<file path="src/rtl/sos_pkg.sv">
// ----------------------------------------------------------------------------
// sos_pkg
// Shared types, register indexes and helpers of the seek order scheduler.
// ----------------------------------------------------------------------------
package sos_pkg;

   localparam int QUEUE_DEPTH = 64;
   localparam int TRACK_COUNT = 1024;

   localparam int TRACK_W    = 10;
   localparam int RSP_IDX_W  = 6;
   localparam int TOTAL_W    = 16;
   localparam int SUM_W      = 17;
   localparam int CSR_IDX_W  = 2;
   localparam int CSR_DATA_W = 10;

   localparam logic [TRACK_W-1:0] TRACK_MAX =
      (TRACK_COUNT - 1 > 1023) ? 10'd1023 : TRACK_W'(TRACK_COUNT - 1);

   // configuration register indexes
   localparam logic [CSR_IDX_W-1:0] CSR_POLICY  = 2'd0;
   localparam logic [CSR_IDX_W-1:0] CSR_START   = 2'd1;
   localparam logic [CSR_IDX_W-1:0] CSR_SCAN_UP = 2'd2;

   // policy codes
   localparam logic [1:0] POL_FIFO  = 2'd0;
   localparam logic [1:0] POL_SSTF  = 2'd1;
   localparam logic [1:0] POL_SCAN  = 2'd2;
   localparam logic [1:0] POL_CSCAN = 2'd3;

   typedef struct packed {
      logic [TRACK_W-1:0] track;
      logic               last_request;
   } req_type;

   typedef struct packed {
      logic [TRACK_W-1:0]   serviced_track;
      logic [RSP_IDX_W-1:0] request_index;
      logic [TRACK_W-1:0]   seek_step;
      logic [TOTAL_W-1:0]   total_distance;
      logic                 last_result;
   } rsp_type;

   // controller -> datapath
   typedef struct packed {
      logic load;        // store the accepted request
      logic pass_init;   // head to start track, clear distance and result count
      logic scan_init;   // restart the walk over the batch
      logic scan_rd;     // read one stored track, advance the walk pointer
      logic emit;        // serve the best candidate into the output register
      logic finish;      // empty the batch
   } cmd_type;

   // datapath -> controller
   typedef struct packed {
      logic scan_end;    // walk pointer is at the last stored request
      logic pass_end;    // the next result is the last of the pass
      logic out_free;    // output register can take a result this cycle
   } sts_type;

   function automatic logic [TRACK_W-1:0] sat_track(input logic [TRACK_W-1:0] v);
      return (v > TRACK_MAX) ? TRACK_MAX : v;
   endfunction

endpackage

</file>
<file path="src/rtl/sos_ctrl.sv">
// ----------------------------------------------------------------------------
// sos_ctrl
// Sequencer: loads the batch, then per result walks the batch and serves one.
// ----------------------------------------------------------------------------
module sos_ctrl (
   input  logic             clock,
   input  logic             reset,
   input  logic             req_valid,
   input  logic             req_last,
   output logic             req_ready,
   input  sos_pkg::sts_type sts,
   output sos_pkg::cmd_type cmd
);

   typedef enum logic [2:0] {
      ST_LOAD,
      ST_PASS,
      ST_SCAN,
      ST_DRAIN,
      ST_EMIT
   } state_type;

   state_type state_ff;
   state_type state_in;

   always_comb begin
      state_in  = state_ff;
      cmd       = '0;
      req_ready = 1'b0;
      unique case (state_ff)
         ST_LOAD: begin
            req_ready = 1'b1;
            if (req_valid) begin
               cmd.load = 1'b1;
               if (req_last) begin
                  state_in = ST_PASS;
               end
            end
         end
         ST_PASS: begin
            cmd.pass_init = 1'b1;
            cmd.scan_init = 1'b1;
            state_in      = ST_SCAN;
         end
         ST_SCAN: begin
            cmd.scan_rd = 1'b1;
            if (sts.scan_end) begin
               state_in = ST_DRAIN;
            end
         end
         // last read still in the compare stage
         ST_DRAIN: begin
            state_in = ST_EMIT;
         end
         ST_EMIT: begin
            if (sts.out_free) begin
               cmd.emit = 1'b1;
               if (sts.pass_end) begin
                  cmd.finish = 1'b1;
                  state_in   = ST_LOAD;
               end else begin
                  cmd.scan_init = 1'b1;
                  state_in      = ST_SCAN;
               end
            end
         end
         default: begin
            state_in = ST_LOAD;
         end
      endcase
   end

   always_ff @(posedge clock) begin
      if (reset) begin
         state_ff <= ST_LOAD;
      end else begin
         state_ff <= state_in;
      end
   end

endmodule

</file>
<file path="src/rtl/sos_datapath.sv">
// ----------------------------------------------------------------------------
// sos_datapath
// Track memory, served flags, candidate search, head and distance tracking.
// ----------------------------------------------------------------------------
module sos_datapath #(
   parameter int QUEUE_DEPTH = sos_pkg::QUEUE_DEPTH
) (
   input  logic                                clock,
   input  logic                                reset,
   input  sos_pkg::cmd_type                    cmd,
   output sos_pkg::sts_type                    sts,
   input  sos_pkg::req_type                    req_data,
   input  logic                                csr_we,
   input  logic [sos_pkg::CSR_IDX_W-1:0]       csr_index,
   input  logic [sos_pkg::CSR_DATA_W-1:0]      csr_wdata,
   output logic                                rsp_valid,
   input  logic                                rsp_ready,
   output sos_pkg::rsp_type                    rsp_data
);

   localparam int IdxW   = $clog2(QUEUE_DEPTH);
   localparam int CntW   = $clog2(QUEUE_DEPTH + 1);
   localparam int TrkW   = sos_pkg::TRACK_W;
   localparam int SumW   = sos_pkg::SUM_W;
   localparam int TotW   = sos_pkg::TOTAL_W;
   localparam int RIdxW  = sos_pkg::RSP_IDX_W;
   localparam int RankW  = 17;

   // configuration
   logic [1:0]      policy_ff;
   logic [TrkW-1:0] start_ff;
   logic            scan_up_ff;

   always_ff @(posedge clock) begin
      if (reset) begin
         policy_ff  <= sos_pkg::POL_SSTF;
         start_ff   <= '0;
         scan_up_ff <= 1'b1;
      end else if (csr_we) begin
         if (csr_index == sos_pkg::CSR_POLICY) begin
            policy_ff <= csr_wdata[1:0];
         end
         if (csr_index == sos_pkg::CSR_START) begin
            start_ff <= sos_pkg::sat_track(csr_wdata);
         end
         if (csr_index == sos_pkg::CSR_SCAN_UP) begin
            scan_up_ff <= csr_wdata[0];
         end
      end
   end

   // track memory
   logic [TrkW-1:0] track_mem [QUEUE_DEPTH];
   logic [TrkW-1:0] rd_track_ff;
   logic [CntW-1:0] count_ff;
   logic [IdxW-1:0] ptr_ff;
   logic            full;

   assign full = (count_ff == CntW'(QUEUE_DEPTH));

   always_ff @(posedge clock) begin
      if (cmd.load && !full) begin
         track_mem[count_ff[IdxW-1:0]] <= sos_pkg::sat_track(req_data.track);
      end
      if (cmd.scan_rd) begin
         rd_track_ff <= track_mem[ptr_ff];
      end
   end

   always_ff @(posedge clock) begin
      if (reset) begin
         count_ff <= '0;
      end else if (cmd.finish) begin
         count_ff <= '0;
      end else if (cmd.load && !full) begin
         count_ff <= count_ff + CntW'(1);
      end
   end

   // walk pointer and compare stage
   logic            cmp_vld_ff;
   logic [IdxW-1:0] cmp_idx_ff;

   always_ff @(posedge clock) begin
      if (reset) begin
         ptr_ff     <= '0;
         cmp_vld_ff <= 1'b0;
      end else begin
         cmp_vld_ff <= cmd.scan_rd;
         if (cmd.scan_init) begin
            ptr_ff <= '0;
         end else if (cmd.scan_rd) begin
            ptr_ff <= ptr_ff + IdxW'(1);
         end
      end
   end

   always_ff @(posedge clock) begin
      if (cmd.scan_rd) begin
         cmp_idx_ff <= ptr_ff;
      end
   end

   // head and pass state
   logic [TrkW-1:0] head_ff;
   logic [SumW-1:0] sum_ff;
   logic [IdxW-1:0] res_cnt_ff;
   logic [QUEUE_DEPTH-1:0] served_ff;

   function automatic logic [TrkW-1:0] abs_diff(input logic [TrkW-1:0] a,
                                                input logic [TrkW-1:0] b);
      return (a >= b) ? a - b : b - a;
   endfunction

   function automatic logic [RankW-1:0] rank_of(input logic [1:0]      pol,
                                                input logic            up,
                                                input logic [TrkW-1:0] t,
                                                input logic [TrkW-1:0] s,
                                                input logic [TrkW-1:0] head);
      logic [15:0] desc;
      logic [RankW-1:0] r;
      desc = 16'hFFFF - 16'(t);
      unique case (pol)
         sos_pkg::POL_FIFO: r = '0;
         sos_pkg::POL_SSTF: r = RankW'(abs_diff(head, t));
         sos_pkg::POL_SCAN: begin
            if (up) begin
               r = (t >= s) ? RankW'(t) : {1'b1, desc};
            end else begin
               r = (t <= s) ? {1'b0, desc} : {1'b1, 16'(t)};
            end
         end
         default: r = (t >= s) ? RankW'(t) : {1'b1, 16'(t)};
      endcase
      return r;
   endfunction

   // best candidate of the current walk
   logic             best_found_ff;
   logic [IdxW-1:0]  best_idx_ff;
   logic [TrkW-1:0]  best_track_ff;
   logic [RankW-1:0] best_rank_ff;
   logic [RankW-1:0] cand_rank;
   logic             take;

   assign cand_rank = rank_of(policy_ff, scan_up_ff, rd_track_ff, start_ff, head_ff);
   // strict less-than keeps the lowest index on equal rank
   assign take = cmp_vld_ff && !served_ff[cmp_idx_ff] &&
                 (!best_found_ff || cand_rank < best_rank_ff);

   always_ff @(posedge clock) begin
      if (reset) begin
         best_found_ff <= 1'b0;
      end else if (cmd.scan_init) begin
         best_found_ff <= 1'b0;
      end else if (take) begin
         best_found_ff <= 1'b1;
      end
   end

   always_ff @(posedge clock) begin
      if (take) begin
         best_idx_ff   <= cmp_idx_ff;
         best_track_ff <= rd_track_ff;
         best_rank_ff  <= cand_rank;
      end
   end

   logic [TrkW-1:0] step;
   logic [SumW-1:0] sum_in;

   assign step   = abs_diff(head_ff, best_track_ff);
   assign sum_in = sum_ff + SumW'(step);

   always_ff @(posedge clock) begin
      if (reset) begin
         head_ff    <= '0;
         sum_ff     <= '0;
         res_cnt_ff <= '0;
         served_ff  <= '0;
      end else begin
         if (cmd.pass_init) begin
            head_ff    <= start_ff;
            sum_ff     <= '0;
            res_cnt_ff <= '0;
         end else if (cmd.emit) begin
            head_ff    <= best_track_ff;
            sum_ff     <= sum_in;
            res_cnt_ff <= res_cnt_ff + IdxW'(1);
         end
         if (cmd.finish) begin
            served_ff <= '0;
         end else if (cmd.emit) begin
            served_ff[best_idx_ff] <= 1'b1;
         end
      end
   end

   // output register
   logic             rsp_valid_ff;
   sos_pkg::rsp_type rsp_data_ff;

   assign sts.out_free = !rsp_valid_ff || rsp_ready;
   assign sts.scan_end = (CntW'(ptr_ff) + CntW'(1)) == count_ff;
   assign sts.pass_end = (CntW'(res_cnt_ff) + CntW'(1)) == count_ff;

   always_ff @(posedge clock) begin
      if (reset) begin
         rsp_valid_ff <= 1'b0;
      end else if (cmd.emit) begin
         rsp_valid_ff <= 1'b1;
      end else if (rsp_ready) begin
         rsp_valid_ff <= 1'b0;
      end
   end

   always_ff @(posedge clock) begin
      if (cmd.emit) begin
         rsp_data_ff.serviced_track <= best_track_ff;
         rsp_data_ff.request_index  <= RIdxW'(best_idx_ff);
         rsp_data_ff.seek_step      <= step;
         rsp_data_ff.total_distance <= sum_in[TotW-1:0];
         rsp_data_ff.last_result    <= sts.pass_end;
      end
   end

   assign rsp_valid = rsp_valid_ff;
   assign rsp_data  = rsp_data_ff;

   // checks
   a_count_bound: assert property (@(posedge clock) disable iff (reset)
      count_ff <= CntW'(QUEUE_DEPTH))
      else $error("batch count beyond queue depth");

   a_emit_room: assert property (@(posedge clock) disable iff (reset)
      cmd.emit |-> sts.out_free)
      else $error("result served while output register is occupied");

   a_emit_unserved: assert property (@(posedge clock) disable iff (reset)
      cmd.emit |-> (best_found_ff && !served_ff[best_idx_ff]))
      else $error("served request is missing or already served");

   a_emit_in_batch: assert property (@(posedge clock) disable iff (reset)
      cmd.emit |-> (CntW'(best_idx_ff) < count_ff))
      else $error("served index outside the stored batch");

endmodule

</file>
<file path="src/rtl/seek_order_scheduler_core.sv">
// ----------------------------------------------------------------------------
// seek_order_scheduler_core
// Disk head service-order scheduler (FIFO, SSTF, SCAN/LOOK, C-SCAN).
//
// Requests are loaded one per cycle into a track memory; the transaction
// flagged last_request starts a pass that returns one result per stored
// request in service order, then the batch is emptied. For each result the
// sequencer walks the whole batch through the single read port of the track
// memory, one stored request per cycle; a stall on the result side holds
// the pass. Requests are not taken during a pass; the final result may
// still wait in the output register while the next batch loads. A request
// beyond the queue depth is dropped. Configuration is sampled while a pass
// runs.
// ----------------------------------------------------------------------------
module seek_order_scheduler_core #(
   parameter int QUEUE_DEPTH = sos_pkg::QUEUE_DEPTH
) (
   input  logic                           clock,
   input  logic                           reset,
   input  logic                           req_valid,
   output logic                           req_ready,
   input  sos_pkg::req_type               req_data,
   output logic                           rsp_valid,
   input  logic                           rsp_ready,
   output sos_pkg::rsp_type               rsp_data,
   input  logic                           csr_we,
   input  logic [sos_pkg::CSR_IDX_W-1:0]  csr_index,
   input  logic [sos_pkg::CSR_DATA_W-1:0] csr_wdata
);

   sos_pkg::cmd_type cmd;
   sos_pkg::sts_type sts;

   sos_ctrl u_ctrl (
      .clock     (clock),
      .reset     (reset),
      .req_valid (req_valid),
      .req_last  (req_data.last_request),
      .req_ready (req_ready),
      .sts       (sts),
      .cmd       (cmd)
   );

   sos_datapath #(
      .QUEUE_DEPTH (QUEUE_DEPTH)
   ) u_datapath (
      .clock     (clock),
      .reset     (reset),
      .cmd       (cmd),
      .sts       (sts),
      .req_data  (req_data),
      .csr_we    (csr_we),
      .csr_index (csr_index),
      .csr_wdata (csr_wdata),
      .rsp_valid (rsp_valid),
      .rsp_ready (rsp_ready),
      .rsp_data  (rsp_data)
   );

endmodule
</file>
<file path="config.mk">
export PLATFORM = sky130hd
export DESIGN_NAME = seek_order_scheduler_core
export DESIGN_NICKNAME = d
export VERILOG_FILES = /design/src/rtl/sos_pkg.sv /design/src/rtl/sos_ctrl.sv /design/src/rtl/sos_datapath.sv /design/src/rtl/seek_order_scheduler_core.sv
export SDC_FILE = /design/constraint.sdc
export NUM_CORES = 1
export LEC_CHECK = 0
export BUFFER_PORTS_ARGS = -buffer_cell sky130_fd_sc_hd__buf_2
export CAP_MARGIN = 20
export CORE_UTILIZATION = 40
export DETAILED_ROUTE_END_ITERATION = 10
export GPL_TIMING_DRIVEN = 1
export PLACE_DENSITY_LB_ADDON = 0.1
export SETUP_SLACK_MARGIN = 0.05
export SYNTH_ARGS = -nofsm -noshare
export SYNTH_HDL_FRONTEND = slang
export SYNTH_SLANG_ARGS = --single-unit
</file>
<file path="constraint.sdc">
create_clock -name clock -period 6 [get_ports clock]
set_clock_uncertainty 0.2 [all_clocks]
set_input_delay 1.2 -clock clock [delete_from_list [all_inputs] [get_ports clock]]
set_output_delay 1.2 -clock clock [all_outputs]
set_load 0.02 [all_outputs]
</file>
==> impl_metrics.toml <==
[placed_design]
gp_congestion = 0.8631
dp_cells = 3355
io_buffers = 72
hpwl_mm = 55.15

[power_and_ir_drop]
p_leak_nw = 13.35
power_frac_clock = 0.420
intPower_w = 0.009890
finalPower_w = 0.01275
p_comb_frac = 0.066
vdd_drop_max_mv = 0.2626
power_switching_w = 0.002856
power_frac_seq = 0.515
switching_share = 0.2240
power_density_nw_per_um2 = 312.9

[sta]
drv_slew = 0
tns_ns = 0
fin_crit_ns = 5.179
holdWs_ns = 0.2591
setup_viol = 0
rsz0062_at_grt = "no"
fmax_mhz = 193.1
relSlewSlack = 0.2605
hold_viol = 0
fin_crit_sh = 0.8632
tightest_slew_ns = 1.100

[global_routing]
grt_pass1_vias = 19680
grt_overflow = 0
grt_antenna_before_repair = 0
grt_use_total = 0.1962
grt_pass1_wl_mm = 130.3
grt_max_degree = 65

[hold_path]
hold_path_class = "register to register"
worstHoldPathCells = 2
min_from = "u_datapath.sum_ff[4]$_SDFFE_PP0P_"
hold_end = "u_datapath.sum_ff[4]$_SDFFE_PP0P_"

[worst_setup_path]
path_max_fanout = 9
ff2ff_path_depth = 17
cp.arrival_ns = 5.36
cp_slowest_stage_delay_ns = 0.57
reg2reg_to = "u_datapath.rsp_data[15]$_DFFE_PP_"
worst-path-stages = 17
reg2reg_from = "u_datapath.head_ff[0]$_SDFFE_PP0P_"
worstPathCellList = "inv_1 -> ha_1 -> inv_1 -> fa_1 -> a21o_1 -> a2111oi_2 -> o21ai_2 -> nand2_4 -> mux2_4 -> a2111oi_0 -> a2111oi_1 -> ha_1 -> nor4_1 -> o21ai_1 -> a41oi_1 -> nor3_1 -> xor2_1"
endpoint_kind = "register"
crit_family = "compound AO/OA/AOI/OAI gates"
crit_type = "register to register"
required_ns = 6.18
crit_buf_inv = 2
timing.reg2reg.setup_slack_ns = 0.82
slowest_stage = "a41oi_1"
startpoint_type = "register"

[detailed_routing]
drcViolationCount = 13
wl_mm = 87.57
antenna_left = 0
dr.pass1.iters = 8
drtIter0Drc = 1592
wl_per_cell_um = 24.81
vias_per_cell = 5.468
vias = 19300

[synth]
syn_area_sq_um = 35760
synth_cell_types = 76
yosys-top-cells-area = "edfxtp_1 (61%), mux4_2 (14%), dfxtp_1 (7.2%), ha_1 (2.6%), nor2_1 (2.2%)"
ys_seq_area_frac = 0.6821
synthCells = 2138
ys_seq_elements = 855
async_reset_ff_frac = 0
synth_top_flop_cell = "edfxtp_1"
yosysTopAreaCell = "edfxtp_1"
yosysTopAreaCellShare = 0.6105
syn_nets = 2244
synth_warnings = 0
synth_edf_count = 727
syn_avg_cell_area_sq_um = 16.73

[floorplan]
core_area_sq_um = 88510
die_area_sq_um = 90600
dieWidth_um = 301
initial_core_util = 0.4040
pin_count = 73
rows = 109
dieHeight_um = 301

[cells_and_area]
drive_above_1_share = 0.2276
nNetsFinal = 2394
final_cell_mix = "edfxtp_1 (727), mux4_2 (229), nor2_1 (214)"
n_fill_cell = 7661
layout.cells.non_filler = 3529
area_growth_pct = 13.91
regArea_sq_um = 24410
multiInputGateArea_sq_um = 10570
utilization = 0.4602
n_antenna_cell = 0
final_common_cell = "edfxtp_1"

[clocking]
cts_buffers = 93
cts.path.max_buffers = 3
cts_sinks = 855
cts_root_buf = "clkbuf_16"
cts.clk_slew.worst_paths_ns = 0.06
holdBufCountCts = 0
ctsResizeCount = 0
post-cts-setup-buffers = 0
clkLatencyLatePin_ns = 0.66
cts_tree = "yes"
cts_htree_levels = 3

[flow_run]
maxCapViolCount = 0

[run_status]
violations = "DRC"
outcome = "finished, violations left"
logic make-up after synthesis:
kind of cell               after synthesis  synth area share
muxes                                  253            0.1511
DFF                                    855            0.6821
adders and majority gates               78           0.02834
and+or+nand+nor                        458           0.05840
AOI/OAI and AO/OA                      242           0.04251
buffers and inverters                  191           0.02253
xor gates and xnor gates                61           0.01494
routing by layer:
layer / GRT usage / vias up / routed length, um
met5: 0 / - / 0
met4: 0.06019 / 0 / 2290
met3: 0.02561 / 124 / 3320
met2: 0.3215 / 470 / 42670
met1: 0.2729 / 10060 / 39290
li1: - / 8647 / -
area by class of cell:
cell class / instances / share of cell area
clock buffers: 136 / 0.06389
clock inverters: 35 / 0.006143
inverters: 72 / 0.006635
multi-input cells: 1092 / 0.2596
flip-flops and latches: 855 / 0.5992
well taps: 1165 / 0.03578
repair buffers: 174 / 0.02878
sequential cells by signal (all words and copies together) (netlist names), 3 cells and up:
name,cells
u_datapath.ptr_ff,6
u_datapath.res_cnt_ff,6
u_datapath.rd_track_ff,10
u_datapath.served_ff,64
u_datapath.cmp_idx_ff,6
u_datapath.best_rank_ff,12
u_datapath.best_idx_ff,6
u_datapath.count_ff,7
u_datapath.best_track_ff,10
u_datapath.rsp_data,43
u_datapath.start_ff,10
u_datapath.head_ff,10
u_datapath.sum_ff,16
u_datapath.track_mem,640
u_ctrl.state_ff,3
Yosys cell counts (8+ instances only):
master,number
o21ai_0,17
o21ai_1,14
o211ai_1,16
nand2_1,101
buf_1,18
mux4_2,229
nand2b_1,8
clkbuf_1,75
nand3_1,25
nand3b_1,11
xnor2_1,35
xor2_1,26
a21oi_1,114
o21a_1,11
dfxtp_1,128
ha_1,73
a21o_1,14
buf_2,17
nor4_1,10
nor2_1,214
nor3_1,23
nand4_1,9
mux2i_1,21
edfxtp_1,727
or3_1,8
buf_6,9
inv_1,70
nor3b_1,8
a311oi_1,12
nor2b_1,10
worst reg2reg max path, stage by stage, from the launching register on:
cell	delay [ns]
dfxtp_1	0.34
inv_1	0.09
ha_1	0.18
inv_1	0.06
fa_1	0.39
a21o_1	0.19
a2111oi_2	0.56
o21ai_2	0.19
nand2_4	0.21
mux2_4	0.35
a2111oi_0	0.38
a2111oi_1	0.14
ha_1	0.26
nor4_1	0.35
o21ai_1	0.16
a41oi_1	0.57
nor3_1	0.13
xor2_1	0.16
worst max path at each step:
stage | to | from | slack (ns)
2_1_floorplan | u_datapath.best_idx_ff[0]$_DFFE_PP_ | u_datapath.rd_track_ff[3]$_DFFE_PP_ | 0.76
3_3_place_gp | u_datapath.sum_ff[12]$_SDFFE_PP0P_ | u_datapath.head_ff[0]$_SDFFE_PP0P_ | 1.04
3_5_place_dp | u_datapath.rsp_data[15]$_DFFE_PP_ | u_datapath.head_ff[0]$_SDFFE_PP0P_ | 0.88
4_1_cts | u_datapath.rsp_data[15]$_DFFE_PP_ | u_datapath.head_ff[0]$_SDFFE_PP0P_ | 0.88
5_1_grt | u_datapath.rsp_data[15]$_DFFE_PP_ | u_datapath.head_ff[0]$_SDFFE_PP0P_ | 0.49
6_report | u_datapath.rsp_data[15]$_DFFE_PP_ | u_datapath.head_ff[0]$_SDFFE_PP0P_ | 0.82
per-stage QoR:
step,cell area (sq um),worst slack (ns)
3_5_place_dp,37860,0.8773
3_3_place_gp,37850,1.038
2_1_floorplan,35760,0.7564
6_report,40730,0.8208
4_1_cts,40720,0.8839
5_1_grt,40730,0.4950
power by group through the flow:
stage | logic [W] | registers [W] | clock network [W]
after floorplan | 0.000595 | 0.00665 | 0
after global placement | 0.000840 | 0.00668 | 0
after detailed placement | 0.000847 | 0.00669 | 0
after CTS | 0.000851 | 0.00656 | 0.00549
after global routing | 0.000910 | 0.00657 | 0.00570
final | 0.000837 | 0.00656 | 0.00535
Note: power is estimated with default switching activity, not from simulation.
